**src/design/dtpc_pkg.sv**
```systemverilog
// Shared constants and types for the depth-to-point-cloud block.
package dtpc_pkg;

  // Default for the longest supported row or column count.
  localparam int MAX_LINE_DEF = 4096;

  // Field and register widths.
  localparam int SIZE_W  = 13;
  localparam int FOCAL_W = 12;
  localparam int DEPTH_W = 16;
  localparam int CFG_W   = 16;
  localparam int IDX_W   = 3;
  localparam int XY_W    = 28;
  localparam int Z_W     = 17;
  localparam int COLOR_W = 8;
  localparam int GREEN_W = 7;

  // Shared multiplier and divider widths.
  localparam int MUL_W = 16;
  localparam int NUM_W = 2 * MUL_W;
  localparam int DEN_W = 16;

  // Configuration register indexes.
  localparam logic [IDX_W-1:0] REG_FRAME_WIDTH  = 3'd0;
  localparam logic [IDX_W-1:0] REG_FRAME_HEIGHT = 3'd1;
  localparam logic [IDX_W-1:0] REG_FOCAL_PX     = 3'd2;
  localparam logic [IDX_W-1:0] REG_DEPTH_SCALE  = 3'd3;
  localparam logic [IDX_W-1:0] REG_MIN_RANGE    = 3'd4;
  localparam logic [IDX_W-1:0] REG_MAX_RANGE    = 3'd5;

  // Register values after reset.
  localparam logic [SIZE_W-1:0]  RST_FRAME_WIDTH  = 13'd640;
  localparam logic [SIZE_W-1:0]  RST_FRAME_HEIGHT = 13'd480;
  localparam logic [FOCAL_W-1:0] RST_FOCAL_PX     = 12'd525;
  localparam logic [DEPTH_W-1:0] RST_DEPTH_SCALE  = 16'd256;
  localparam logic [DEPTH_W-1:0] RST_MIN_RANGE    = 16'd300;
  localparam logic [DEPTH_W-1:0] RST_MAX_RANGE    = 16'd4000;

  // Pixel position info for one accepted item.
  typedef struct packed {
    logic             keep;
    logic             neg_x;
    logic [MUL_W-1:0] mag_x;
    logic             neg_y;
    logic [MUL_W-1:0] mag_y;
  } pos_info_t;

endpackage

```
**src/design/dtpc_pos.sv**
```systemverilog
// Column and row counters with offsets from the principal point.
module dtpc_pos #(
  parameter int MAX_LINE = dtpc_pkg::MAX_LINE_DEF
) (
  input  logic                        clk,
  input  logic                        rst,
  input  logic                        accept,
  input  logic                        frame_start,
  input  logic [dtpc_pkg::SIZE_W-1:0] frame_width,
  input  logic [dtpc_pkg::SIZE_W-1:0] frame_height,
  output dtpc_pkg::pos_info_t         info
);
  import dtpc_pkg::*;

  localparam int CNT_W = $clog2(MAX_LINE);
  localparam int SZ_W  = $clog2(MAX_LINE + 1);
  localparam int E_W   = CNT_W + 1;
  localparam int CMP_W = SIZE_W + 1;

  logic [CNT_W-1:0] column_count, row_count;
  logic [CNT_W-1:0] cur_col, cur_row, col_next, row_mid, row_next;
  logic [E_W-1:0]   col_inc, row_inc;
  logic [SZ_W-1:0]  w, h, half_w, half_h, pos_x, pos_y;
  logic             wrap;

  function automatic logic [SZ_W-1:0] clamp_size(input logic [SIZE_W-1:0] v);
    if (v == '0) begin
      return SZ_W'(1);
    end
    if ({1'b0, v} > CMP_W'(MAX_LINE)) begin
      return SZ_W'(MAX_LINE);
    end
    return SZ_W'(v);
  endfunction

  always_comb begin
    w       = clamp_size(frame_width);
    h       = clamp_size(frame_height);
    cur_col = frame_start ? '0 : column_count;
    cur_row = frame_start ? '0 : row_count;
    col_inc = {1'b0, cur_col} + E_W'(1);
    row_inc = {1'b0, cur_row} + E_W'(1);
    wrap    = col_inc >= E_W'(w);
    col_next = wrap ? '0 : col_inc[CNT_W-1:0];
    if (wrap) begin
      row_mid = (row_inc >= E_W'(h)) ? '0 : row_inc[CNT_W-1:0];
    end else begin
      row_mid = cur_row;
    end
    row_next = ({1'b0, row_mid} >= E_W'(h)) ? '0 : row_mid;

    half_w = w >> 1;
    half_h = h >> 1;
    pos_x  = SZ_W'(cur_col);
    pos_y  = SZ_W'(cur_row);
    info.keep = !cur_col[0] && !cur_row[0];
    if (pos_x >= half_w) begin
      info.neg_x = 1'b0;
      info.mag_x = MUL_W'(pos_x - half_w);
    end else begin
      info.neg_x = 1'b1;
      info.mag_x = MUL_W'(half_w - pos_x);
    end
    if (pos_y >= half_h) begin
      info.neg_y = 1'b0;
      info.mag_y = MUL_W'(pos_y - half_h);
    end else begin
      info.neg_y = 1'b1;
      info.mag_y = MUL_W'(half_h - pos_y);
    end
  end

  always_ff @(posedge clk) begin
    if (rst) begin
      column_count <= '0;
      row_count    <= '0;
    end else if (accept) begin
      column_count <= col_next;
      row_count    <= row_next;
    end
  end

endmodule

```
**src/design/dtpc_div.sv**
```systemverilog
// Restoring divider that produces one quotient bit per cycle.
module dtpc_div (
  input  logic                       clk,
  input  logic                       rst,
  input  logic                       start,
  input  logic [dtpc_pkg::NUM_W-1:0] num,
  input  logic [dtpc_pkg::DEN_W-1:0] den,
  output logic                       busy,
  output logic                       done,
  output logic [dtpc_pkg::NUM_W-1:0] quo
);
  import dtpc_pkg::*;

  localparam int CNT_W = $clog2(NUM_W);

  logic [DEN_W-1:0] rem, den_q;
  logic [DEN_W:0]   rem_sh, diff;
  logic [CNT_W-1:0] cnt;
  logic             fits;

  always_comb begin
    rem_sh = {rem, quo[NUM_W-1]};
    diff   = rem_sh - {1'b0, den_q};
    fits   = rem_sh >= {1'b0, den_q};
  end

  always_ff @(posedge clk) begin
    if (rst) begin
      busy <= 1'b0;
      done <= 1'b0;
    end else begin
      done <= 1'b0;
      if (start) begin
        busy <= 1'b1;
      end else if (busy && cnt == CNT_W'(NUM_W - 1)) begin
        busy <= 1'b0;
        done <= 1'b1;
      end
    end
  end

  always_ff @(posedge clk) begin
    if (start) begin
      quo   <= num;
      den_q <= den;
      rem   <= '0;
      cnt   <= '0;
    end else if (busy) begin
      rem <= fits ? diff[DEN_W-1:0] : rem_sh[DEN_W-1:0];
      quo <= {quo[NUM_W-2:0], fits};
      cnt <= cnt + CNT_W'(1);
    end
  end

endmodule

```
**src/design/depth_to_point_cloud.sv**
```systemverilog
// Depth-to-point-cloud back-projection: top level with sequencer and shared multiplier.
// A skipped or invalid pixel, or one outside the depth window, produces no result.
// A kept pixel makes three passes through the 32-step shared divider (x offset,
// y offset, color ramp).
// Reset (synchronous, active high) restores the register defaults, clears the counters
// and drops any pending result.
module depth_to_point_cloud #(
  parameter int MAX_LINE = dtpc_pkg::MAX_LINE_DEF
) (
  input  logic                                clk,
  input  logic                                rst,
  // Configuration write port.
  input  logic                                cfg_write,
  input  logic [dtpc_pkg::IDX_W-1:0]          cfg_index,
  input  logic [dtpc_pkg::CFG_W-1:0]          cfg_data,
  // Input items.
  input  logic                                in_valid,
  output logic                                in_stall,
  input  logic [dtpc_pkg::DEPTH_W-1:0]        depth_raw,
  input  logic                                frame_start,
  // Result items.
  output logic                                out_valid,
  input  logic                                out_stall,
  output logic signed [dtpc_pkg::XY_W-1:0]    x_mm,
  output logic signed [dtpc_pkg::XY_W-1:0]    y_mm,
  output logic signed [dtpc_pkg::Z_W-1:0]     z_mm,
  output logic [dtpc_pkg::COLOR_W-1:0]        red,
  output logic [dtpc_pkg::GREEN_W-1:0]        green,
  output logic [dtpc_pkg::COLOR_W-1:0]        blue
);
  import dtpc_pkg::*;

  // The sequencer walks one kept pixel through scaling, the window check and
  // three multiply-then-divide passes before it parks the result.
  typedef enum logic [6:0] {
    ST_IDLE   = 7'b0000001,
    ST_SCALE  = 7'b0000010,
    ST_CHECK  = 7'b0000100,
    ST_MUL    = 7'b0001000,
    ST_DSTART = 7'b0010000,
    ST_DWAIT  = 7'b0100000,
    ST_EMIT   = 7'b1000000
  } state_t;

  typedef enum logic [1:0] {
    STEP_X   = 2'd0,
    STEP_Y   = 2'd1,
    STEP_RED = 2'd2
  } step_t;

  localparam logic [XY_W-1:0] XY_POS_SAT = {1'b0, {(XY_W - 1){1'b1}}};
  localparam logic [XY_W-1:0] XY_NEG_SAT = {1'b1, {(XY_W - 1){1'b0}}};

  state_t state, state_next;
  step_t  step;

  // Configuration registers.
  logic [SIZE_W-1:0]  frame_width, frame_height;
  logic [FOCAL_W-1:0] focal_px;
  logic [DEPTH_W-1:0] depth_scale, min_range_mm, max_range_mm;

  // Per-item working registers.
  logic [DEPTH_W-1:0] raw;
  pos_info_t          pos_q;
  logic [DEPTH_W-1:0] depth;
  logic [NUM_W-1:0]   prod;
  logic [XY_W-1:0]    x_q, y_q;
  logic [COLOR_W-1:0] red_q;

  pos_info_t          info;
  logic               in_acc, out_load, out_of_window;
  logic [MUL_W-1:0]   mul_a, mul_b;
  logic [NUM_W-1:0]   mul_p;
  logic [DEPTH_W-1:0] depth_sat;
  logic [DEN_W-1:0]   div_den, focal_eff;
  logic               div_start, div_busy, div_done;
  logic [NUM_W-1:0]   div_quo;
  logic               depth_cap;
  logic [DEPTH_W-1:0] depth_hold;

  // Quotient to a negated, saturated 28-bit coordinate. A negative offset
  // gives a positive coordinate and the other way round.
  function automatic logic [XY_W-1:0] sat_xy(input logic [NUM_W-1:0] q, input logic neg);
    if (neg) begin
      return (q > NUM_W'(XY_POS_SAT)) ? XY_POS_SAT : q[XY_W-1:0];
    end
    return (q > NUM_W'(XY_NEG_SAT)) ? XY_NEG_SAT : XY_W'(NUM_W'(0) - q);
  endfunction

  assign in_stall  = (state != ST_IDLE);
  assign in_acc    = in_valid && !in_stall;
  assign out_load  = (state == ST_EMIT) && (!out_valid || !out_stall);
  assign div_start = (state == ST_DSTART);

  dtpc_pos #(
    .MAX_LINE (MAX_LINE)
  ) u_pos (
    .clk          (clk),
    .rst          (rst),
    .accept       (in_acc),
    .frame_start  (frame_start),
    .frame_width  (frame_width),
    .frame_height (frame_height),
    .info         (info)
  );

  // The one multiplier serves the depth scaling, both offset products and the
  // color ramp numerator.
  always_comb begin
    if (state == ST_SCALE) begin
      mul_a = raw;
      mul_b = depth_scale;
    end else begin
      unique case (step)
        STEP_X:   begin mul_a = pos_q.mag_x; mul_b = depth; end
        STEP_Y:   begin mul_a = pos_q.mag_y; mul_b = depth; end
        STEP_RED: begin mul_a = max_range_mm - depth; mul_b = MUL_W'(8'hFF); end
        default:  begin mul_a = '0; mul_b = '0; end
      endcase
    end
    mul_p = mul_a * mul_b;

    // Q8.8 scale result in millimetres, saturated to 16 bits.
    depth_sat = (prod[NUM_W-1:DEPTH_W+8] != '0) ? {DEPTH_W{1'b1}} : prod[DEPTH_W+7:8];

    out_of_window = (depth > max_range_mm) || (depth < min_range_mm);
    focal_eff     = (focal_px == '0) ? DEN_W'(1) : DEN_W'(focal_px);
    div_den       = (step == STEP_RED) ? max_range_mm : focal_eff;
  end

  dtpc_div u_div (
    .clk   (clk),
    .rst   (rst),
    .start (div_start),
    .num   (prod),
    .den   (div_den),
    .busy  (div_busy),
    .done  (div_done),
    .quo   (div_quo)
  );

  always_comb begin
    state_next = state;
    unique case (state)
      ST_IDLE: begin
        // Odd rows, odd columns and a zero sample produce nothing.
        if (in_acc && info.keep && depth_raw != '0) begin
          state_next = ST_SCALE;
        end
      end
      ST_SCALE:  state_next = ST_CHECK;
      ST_CHECK:  state_next = out_of_window ? ST_IDLE : ST_MUL;
      ST_MUL:    state_next = ST_DSTART;
      ST_DSTART: state_next = ST_DWAIT;
      ST_DWAIT: begin
        if (div_done) begin
          state_next = (step == STEP_RED) ? ST_EMIT : ST_MUL;
        end
      end
      ST_EMIT: begin
        if (out_load) begin
          state_next = ST_IDLE;
        end
      end
      default: state_next = ST_IDLE;
    endcase
  end

  // Control state and configuration registers.
  always_ff @(posedge clk) begin
    if (rst) begin
      state        <= ST_IDLE;
      out_valid    <= 1'b0;
      frame_width  <= RST_FRAME_WIDTH;
      frame_height <= RST_FRAME_HEIGHT;
      focal_px     <= RST_FOCAL_PX;
      depth_scale  <= RST_DEPTH_SCALE;
      min_range_mm <= RST_MIN_RANGE;
      max_range_mm <= RST_MAX_RANGE;
    end else begin
      state <= state_next;
      if (out_valid && !out_stall) begin
        out_valid <= 1'b0;
      end
      if (out_load) begin
        out_valid <= 1'b1;
      end
      if (cfg_write) begin
        unique case (cfg_index)
          REG_FRAME_WIDTH:  frame_width  <= cfg_data[SIZE_W-1:0];
          REG_FRAME_HEIGHT: frame_height <= cfg_data[SIZE_W-1:0];
          REG_FOCAL_PX:     focal_px     <= cfg_data[FOCAL_W-1:0];
          REG_DEPTH_SCALE:  depth_scale  <= cfg_data;
          REG_MIN_RANGE:    min_range_mm <= cfg_data;
          REG_MAX_RANGE:    max_range_mm <= cfg_data;
          default: ;
        endcase
      end
    end
  end

  // Datapath registers; these need no reset.
  always_ff @(posedge clk) begin
    if (in_acc) begin
      raw   <= depth_raw;
      pos_q <= info;
    end
    if (state == ST_SCALE) begin
      prod <= mul_p;
    end
    if (state == ST_CHECK) begin
      step <= STEP_X;
    end else if (state == ST_MUL) begin
      prod <= mul_p;
    end
    if (state == ST_DWAIT && div_done) begin
      unique case (step)
        STEP_X: begin
          x_q  <= sat_xy(div_quo, pos_q.neg_x);
          step <= STEP_Y;
        end
        STEP_Y: begin
          y_q  <= sat_xy(div_quo, pos_q.neg_y);
          step <= STEP_RED;
        end
        STEP_RED: begin
          // A zero range span can only pass with zero depth; red is then zero.
          red_q <= (max_range_mm == '0) ? '0 : div_quo[COLOR_W-1:0];
        end
        default: ;
      endcase
    end
    if (out_load) begin
      x_mm  <= signed'(x_q);
      y_mm  <= signed'(y_q);
      z_mm  <= signed'(Z_W'(0) - Z_W'(depth));
      red   <= red_q;
      green <= red_q[COLOR_W-1:1];
      blue  <= ~red_q;
    end
  end

  // The saturated depth is captured in the window-check cycle, from the scale product
  // that the scaling state wrote into the shared product register.
  assign depth_cap = (state == ST_CHECK);
  always_comb begin
    depth = depth_cap ? depth_sat : depth_hold;
  end
  always_ff @(posedge clk) begin
    if (depth_cap) begin
      depth_hold <= depth_sat;
    end
  end

`ifndef NO_ASSERTIONS
  a_div_idle: assert property (@(posedge clk) disable iff (rst)
    div_start |-> !div_busy)
    else $error("divider started while busy");

  a_done_wait: assert property (@(posedge clk) disable iff (rst)
    div_done |-> (state == ST_DWAIT))
    else $error("divider finished outside the wait state");

  a_accept_path: assert property (@(posedge clk) disable iff (rst)
    in_acc |=> (state == ST_IDLE || state == ST_SCALE))
    else $error("accepted item did not start at the scale step");

  a_color: assert property (@(posedge clk) disable iff (rst)
    out_valid |-> ((COLOR_W'(red + blue) == {COLOR_W{1'b1}}) && (green == red[COLOR_W-1:1])
                   && (z_mm <= 0)))
    else $error("result color ramp or depth sign inconsistent");
`endif

endmodule
```
**config.mk**
```make
export PLATFORM = sky130hd
export DESIGN_NAME = depth_to_point_cloud
export DESIGN_NICKNAME = d
export VERILOG_FILES = /design/src/design/dtpc_pkg.sv /design/src/design/dtpc_pos.sv /design/src/design/dtpc_div.sv /design/src/design/depth_to_point_cloud.sv
export SDC_FILE = /design/constraint.sdc
export NUM_CORES = 2
export LEC_CHECK = 0
export ABC_AREA = 1
export BUFFER_PORTS_ARGS = -buffer_cell sky130_fd_sc_hd__buf_2
export CELL_PAD_IN_SITES_DETAIL_PLACEMENT = 0
export CELL_PAD_IN_SITES_GLOBAL_PLACEMENT = 1
export CORE_AREA = 2 2 196 390
export CTS_CLUSTER_SIZE = 16
export DETAILED_ROUTE_END_ITERATION = 6
export DIE_AREA = 0 0 198 392
export HOLD_SLACK_MARGIN = 0.03
export PLACE_DENSITY_LB_ADDON = 0.1
export REMOVE_ABC_BUFFERS = 1
export SLEW_MARGIN = 20
export SYNTH_ARGS = -nofsm -noshare
export SYNTH_HDL_FRONTEND = slang
export SYNTH_HIERARCHICAL = 1
export SYNTH_SLANG_ARGS = --single-unit
```
**constraint.sdc**
```tcl
create_clock -name clk -period 8.3 [get_ports clk]
set_input_delay 0.415 -clock clk [delete_from_list [all_inputs] [get_ports clk]]
set_output_delay 0.415 -clock clk [all_outputs]
set_load 0.005 [all_outputs]
```
# Word-level counts from Yosys, hierarchy flattened
# Cells that the tools add are included.
[op_classes]
add_sub_neg = 11
mul = 1
order_cmp = 12
n_eq_ne = 19
muxes = 62
n_bitwise = 1
reduce_logical = 38
[op_table]
columns = ["cell", "n"]
rows = [
  ["two-way mux 28 bit", 6],
  ["two-way mux 32 bit", 5],
  ["two-way mux 13 bit", 8],
  ["two-way mux 16 bit", 6],
  ["two-way mux 12 bit", 7],
  ["subtractor 12 x 12 -> 13 bit", 4],
  ["one-hot mux 7 bit (7 select lines)", 1],
  ["one-hot mux 16 bit (3 select lines)", 1],
  ["two-way mux 17 bit", 2],
  ["greater-than comparator 32 x 27 -> 1 bit (second input constant)", 1],
  ["greater-than comparator 32 x 28 -> 1 bit (second input constant)", 1],
  ["multiplier 16 x 16 -> 32 bit", 1],
  ["one-hot mux 16 bit (2 select lines)", 1],
  ["subtractor 16 bit", 2],
  ["two-way mux 7 bit", 4],
  ["subtractor 1 x 28 -> 28 bit (first input constant)", 1],
  ["adder 12 x 1 -> 13 bit (second input constant)", 2],
  [">= comparator 13 bit", 2],
  ["greater-than comparator 13 bit (second input constant)", 2],
  ["logical NOT 13 bit", 2],
  [">= comparator 12 bit", 2],
  ["AND reduction 2 bit", 9],
  [">= comparator 17 x 16 -> 1 bit", 1],
  ["two-way mux 1 bit", 17],
  ["other kinds (37)", 56],
]
[totals]
ff_bits = 449

# Logic depth before layout (Yosys ltp)
[depth]
word_depth = 10
mapped_depth = 47
ltp_nobuf = 46

# By module
# Netlist, hierarchy kept.
[by_module_without_submodules]
columns = ["module", "n_inst", "cells_per_inst", "area_per_inst_um2"]
rows = [
  ["depth_to_point_cloud", 1, 2696, 23747.8],
  ["dtpc_pos", 1, 944, 5565.3],
  ["dtpc_div", 1, 492, 3933.8],
]

# Worst setup path after synthesis
# OpenSTA, ideal clock, no wires.
[synth_path]
path_type = "register -> register"
start = "register state[4]"
end = "register prod[28]"
setup_ns = 0.074
arrival_ns = 7.458
t_required_ns = 8.226
slack_ns = 0.768
stages_incl_launch_ff = 42
path_buffers = 2
cell_sequence = "dfxtp_1 nor2_4 nand2_4 nor2_8 buf_8 nand3b_4 o21ai_2 inv_1 ha_1 inv_1 fa_1 nand3_1 nand2_1 nand3_1 nand2_1 xor2_1 nor2_1 o21ai_1 [6 not listed] fa_1 inv_1 fa_1 inv_1 fa_1 inv_1 fa_1 inv_1 ha_1 nand2_1 nor2_1 inv_1 o21ai_0 a21oi_1 o21ai_0 a21oi_1 xor2_1 o21ai_0"
[synth_via]
elab_chain_cells = 9
word_cells_on_any_way = 13
classes_between = "add/sub (1); mul (1); eq/ne (3); mux (8)"
[synth_lines]
columns = ["element", "line", "text"]
rows = [
  ["from (decl)", "depth_to_point_cloud.sv:54", "state_t state, state_next;"],
  ["from (signal assigned)", "depth_to_point_cloud.sv:181", "state <= state_next;"],
  ["== test 7 x 3 -> 1 bit (*)", "depth_to_point_cloud.sv:245", "assign depth_cap = (state == ST_CHECK);"],
  ["two-way mux 16 bit (*)", "--", ""],
  ["named net depth[0]", "depth_to_point_cloud.sv:65", "logic [DEPTH_W-1:0] depth;"],
  ["subtractor 16 bit", "depth_to_point_cloud.sv:117", "STEP_RED: begin mul_a = max_range_mm - depth; mul_b = MUL_W'(8'hFF); end"],
  ["one-hot mux 16 bit (3 select lines)", "depth_to_point_cloud.sv:114", "unique case (step)"],
  ["two-way mux 16 bit", "depth_to_point_cloud.sv:110", "if (state == ST_SCALE) begin"],
  ["multiplier 16 x 16 -> 32 bit (*)", "depth_to_point_cloud.sv:121", "mul_p = mul_a * mul_b;"],
  ["two-way mux 32 bit", "depth_to_point_cloud.sv:208", "if (state == ST_SCALE) begin"],
  ["two-way mux 32 bit", "depth_to_point_cloud.sv:213", "end else if (state == ST_MUL) begin"],
  ["two-way mux 32 bit (*)", "depth_to_point_cloud.sv:211", "if (state == ST_CHECK) begin"],
  ["to (signal assigned)", "depth_to_point_cloud.sv:209", "prod <= mul_p;"],
  ["to (signal assigned)", "depth_to_point_cloud.sv:214", "prod <= mul_p;"],
  ["to (decl)", "depth_to_point_cloud.sv:66", "logic [NUM_W-1:0] prod;"],
]
# The timed path passes the listed nets; every way through them passes the cells marked *.
# A chain may end at the register's enable or synchronous reset.

# Worst setup path after layout
[layout_path]
start = "register state[2]"
end = "register prod[31]"
# Same word-level chain as after synthesis.

==> impl_metrics.csv <==
group,metric,value,unit
worst_setup_path,max_stage_delay,550,ps
worst_setup_path,arrival,8360,ps
sta,tns,0,ps
worst_setup_path,crit_top_cell,"fa_1",
worst_setup_path,cp-end-kind,"register",
worst_setup_path,required,8800,ps
route,drc,0,
synth,netlist_area,33200,um^2
worst_setup_path,r2r_start,"state[2]",
route,wirelength,111000,um
min_path,holdCritPathClass,"input port to register",
die,die_x,198,um
global_routing,grt_first_pass_wirelength,167000,um
sta,setup_violations,0,
global_routing,grt_max_degree,80,
placed_design,post-place-ws,-95.0,ps
synth,yosys_register_bits,442,
worst_setup_path,crit_type,"register to register",
route,dr_total_vias,27600,
route,wire_per_inst,20.6,um
die,rows,142,
global_routing,antenna_found_initial,0,
sta,rsz0062_at_grt,"no",
worst_setup_path,critPathLaunch,"state[2]",
layout,layout.nets,4804,
sta,fmax,127,MHz
synth,synthArstFlopShare,0,%
status,status,"completed",
sta,period_share,94.7,%
placed_design,hpwlAfterDp,91800,um
synth,synth_seq_area_share,34.2,%
route,dr.pass1.iters,6,
clocking,cts_root_buffer,"clkbuf_16",
synth,ys_warn_count,6,
clocking,cts_tree,"built",
worst_setup_path,r2r-end,"prod[31]",
clocking,cts.htree.levels,2,
sta,worst_pin_slew,1010,ps
clocking,numCtsBuffers,43,
placed_design,portBuffers,138,
route,vias_per_cell,5.14,
layout,final_area,37600,um^2
worst_setup_path,rrSetupSlack,440,ps
worst_setup_path,cp.depth,41,
global_routing,globalRouteTotalUtil,29.2,%
worst_setup_path,cp_num_buf_inv,8,
placed_design,gp_congestion,0.994,
synth,synth_cells,4132,
worst_setup_path,setup.worst_path.end,"prod[31]",
clocking,clkLatencyLatePin,630,ps
die,fp.dieArea,77600,um^2
route,ant_nets,0,
placed_design,dpl-instance-area,35500,um^2
die,die_h,392,um
worst_setup_path,ff2ff_path_depth,41,
worst_setup_path,crit_fanout,8,
route,drt-initial-drc-count,1446,
sta,fin_skew,31.4,ps
sta,slew_headroom,31.9,%
layout,layout_common_cells,"nand2_1 (980), inv_1 (632), nor2_1 (327), edfxtp_1 (251), a21oi_1 (230)",
job,max_cap_violations,0,
worst_setup_path,cp-start-kind,"register",
clocking,clock-sinks,442,
synth,dominantRegCellSynth,"edfxtp_1",
synth,synth.distinct_cells,65,
worst_setup_path,path_delay_family,"adder cells",
global_routing,globalRoute.totalOverflow,0,
clocking,ctsLongestPathBuffers,3,
layout,final_common_cell,"nand2_1",
global_routing,grt_pass1_vias,28600,
sta,slew_viol_final,0,
die,boundaryPins,139,
layout,antenna_cells,0,
sta,finalCriticalPeriod,7860,ps
synth,synth_edf_count,251,
sta,hold_violations,0,
die,fp.coreArea,74800,um^2
die,start_util,44.4,%
synth,avgSynthCellArea,8.05,um^2
layout,drive_above_1_share,12.6,%
layout,synthToLayoutAreaGrowth,13.1,%
sta,worst_slack,442,ps
worst_setup_path,cp_slowest_cell,"fa_1",
clocking,clk_pin_slew,60,ps
-- per-stage QoR --
stage / utilization, % / hold WS, ps / instances
2_1_floorplan: - / 400 / 3986
3_3_place_gp: 47.5 / 400 / 5265
3_5_place_dp: 47.5 / 405 / 5265
4_1_cts: 49.6 / 33.8 / 5360
5_1_grt: 50.3 / 48.2 / 5373
6_report: 50.3 / 61.6 / 5373
-- layer usage --
metal / track usage (%) / vias up / wire length (um)
li1: - / 13700 / -
met1: 27.1 / 12900 / 36800
met2: 56.6 / 706 / 59800
met3: 2.96 / 342 / 3450
met4: 23.7 / 0 / 10700
met5: 0 / - / 0
-- cell usage after synthesis (28+ instances only) --
cell | n | share of area, %
clkbuf_1 | 82 | 0.93
ha_1 | 233 | 8.8
a21oi_1 | 242 | 3.6
nand3_1 | 200 | 3.0
nand2_1 | 991 | 11
fa_1 | 200 | 12
xor2_1 | 65 | 1.7
nand2_2 | 31 | 0.58
edfxtp_1 | 251 | 23
xnor2_1 | 28 | 0.74
dfxtp_1 | 191 | 12
nor2_1 | 340 | 3.8
nand4_1 | 52 | 0.98
inv_1 | 634 | 7.2
o21ai_0 | 231 | 3.5
-- area by class of cell --
| class | count | area [um^2] |
|---|---|---|
| Clock buffer | 50 | 1120 |
| Clock inverter | 30 | 335 |
| Fill cell | 7430 | 37200 |
| Inverter | 660 | 2480 |
| Multi-Input combinational cell | 2884 | 19000 |
| Sequential cell | 442 | 11400 |
| Tap cell | 1008 | 1260 |
| Timing Repair Buffer | 299 | 1990 |
-- registers in the layout, summed over array words and instances (netlist names), 16 cells and up --
name / flops
depth_hold: 16
x_q: 28
y_q: 28
u_div/den_q: 16
depth_scale: 16
raw: 16
min_range_mm: 16
u_div/quo: 32
prod: 32
z_mm: 17
y_mm: 28
x_mm: 28
u_div/rem: 16
pos_q: 34
max_range_mm: 16
-- how the worst min path moves through the flow --
stage | slack [ps] | cells after the start | startpoint | to
2_1_floorplan | 400 | 0 | x_q[0] | x_mm[0]
3_3_place_gp | 400 | 0 | y_q[26] | y_mm[26]
3_5_place_dp | 400 | 0 | x_q[10] | x_mm[10]
4_1_cts | 30 | 1 | depth_raw[0] | raw[0]
5_1_grt | 50 | 1 | depth_raw[0] | raw[0]
6_report | 60 | 1 | depth_raw[0] | raw[0]
-- what timing repair did --
item | 4_1_cts | 5_1_grt
pin swaps | 0 | 10
hold buffers | 15 | 0
cloned | 0 | 1
hold endpoints to repair | 15 | 0
setup buffers | 0 | 12
endpoints found under the setup margin | 2 | 19
resized for setup | 3 | 84
-- cells by family after synthesis --
kind of cell / share of synthesized area, %
xor gates and xnor gates: 2.45
AOI/OAI and AO/OA: 9.97
DFF: 34.2
buffers and inverters: 9.64
adders and majority gates: 20.8
and+or+nand+nor: 23.0
Power is not shown: default switching activity piles up to over one toggle a cycle in this logic, so the estimate is an artifact.
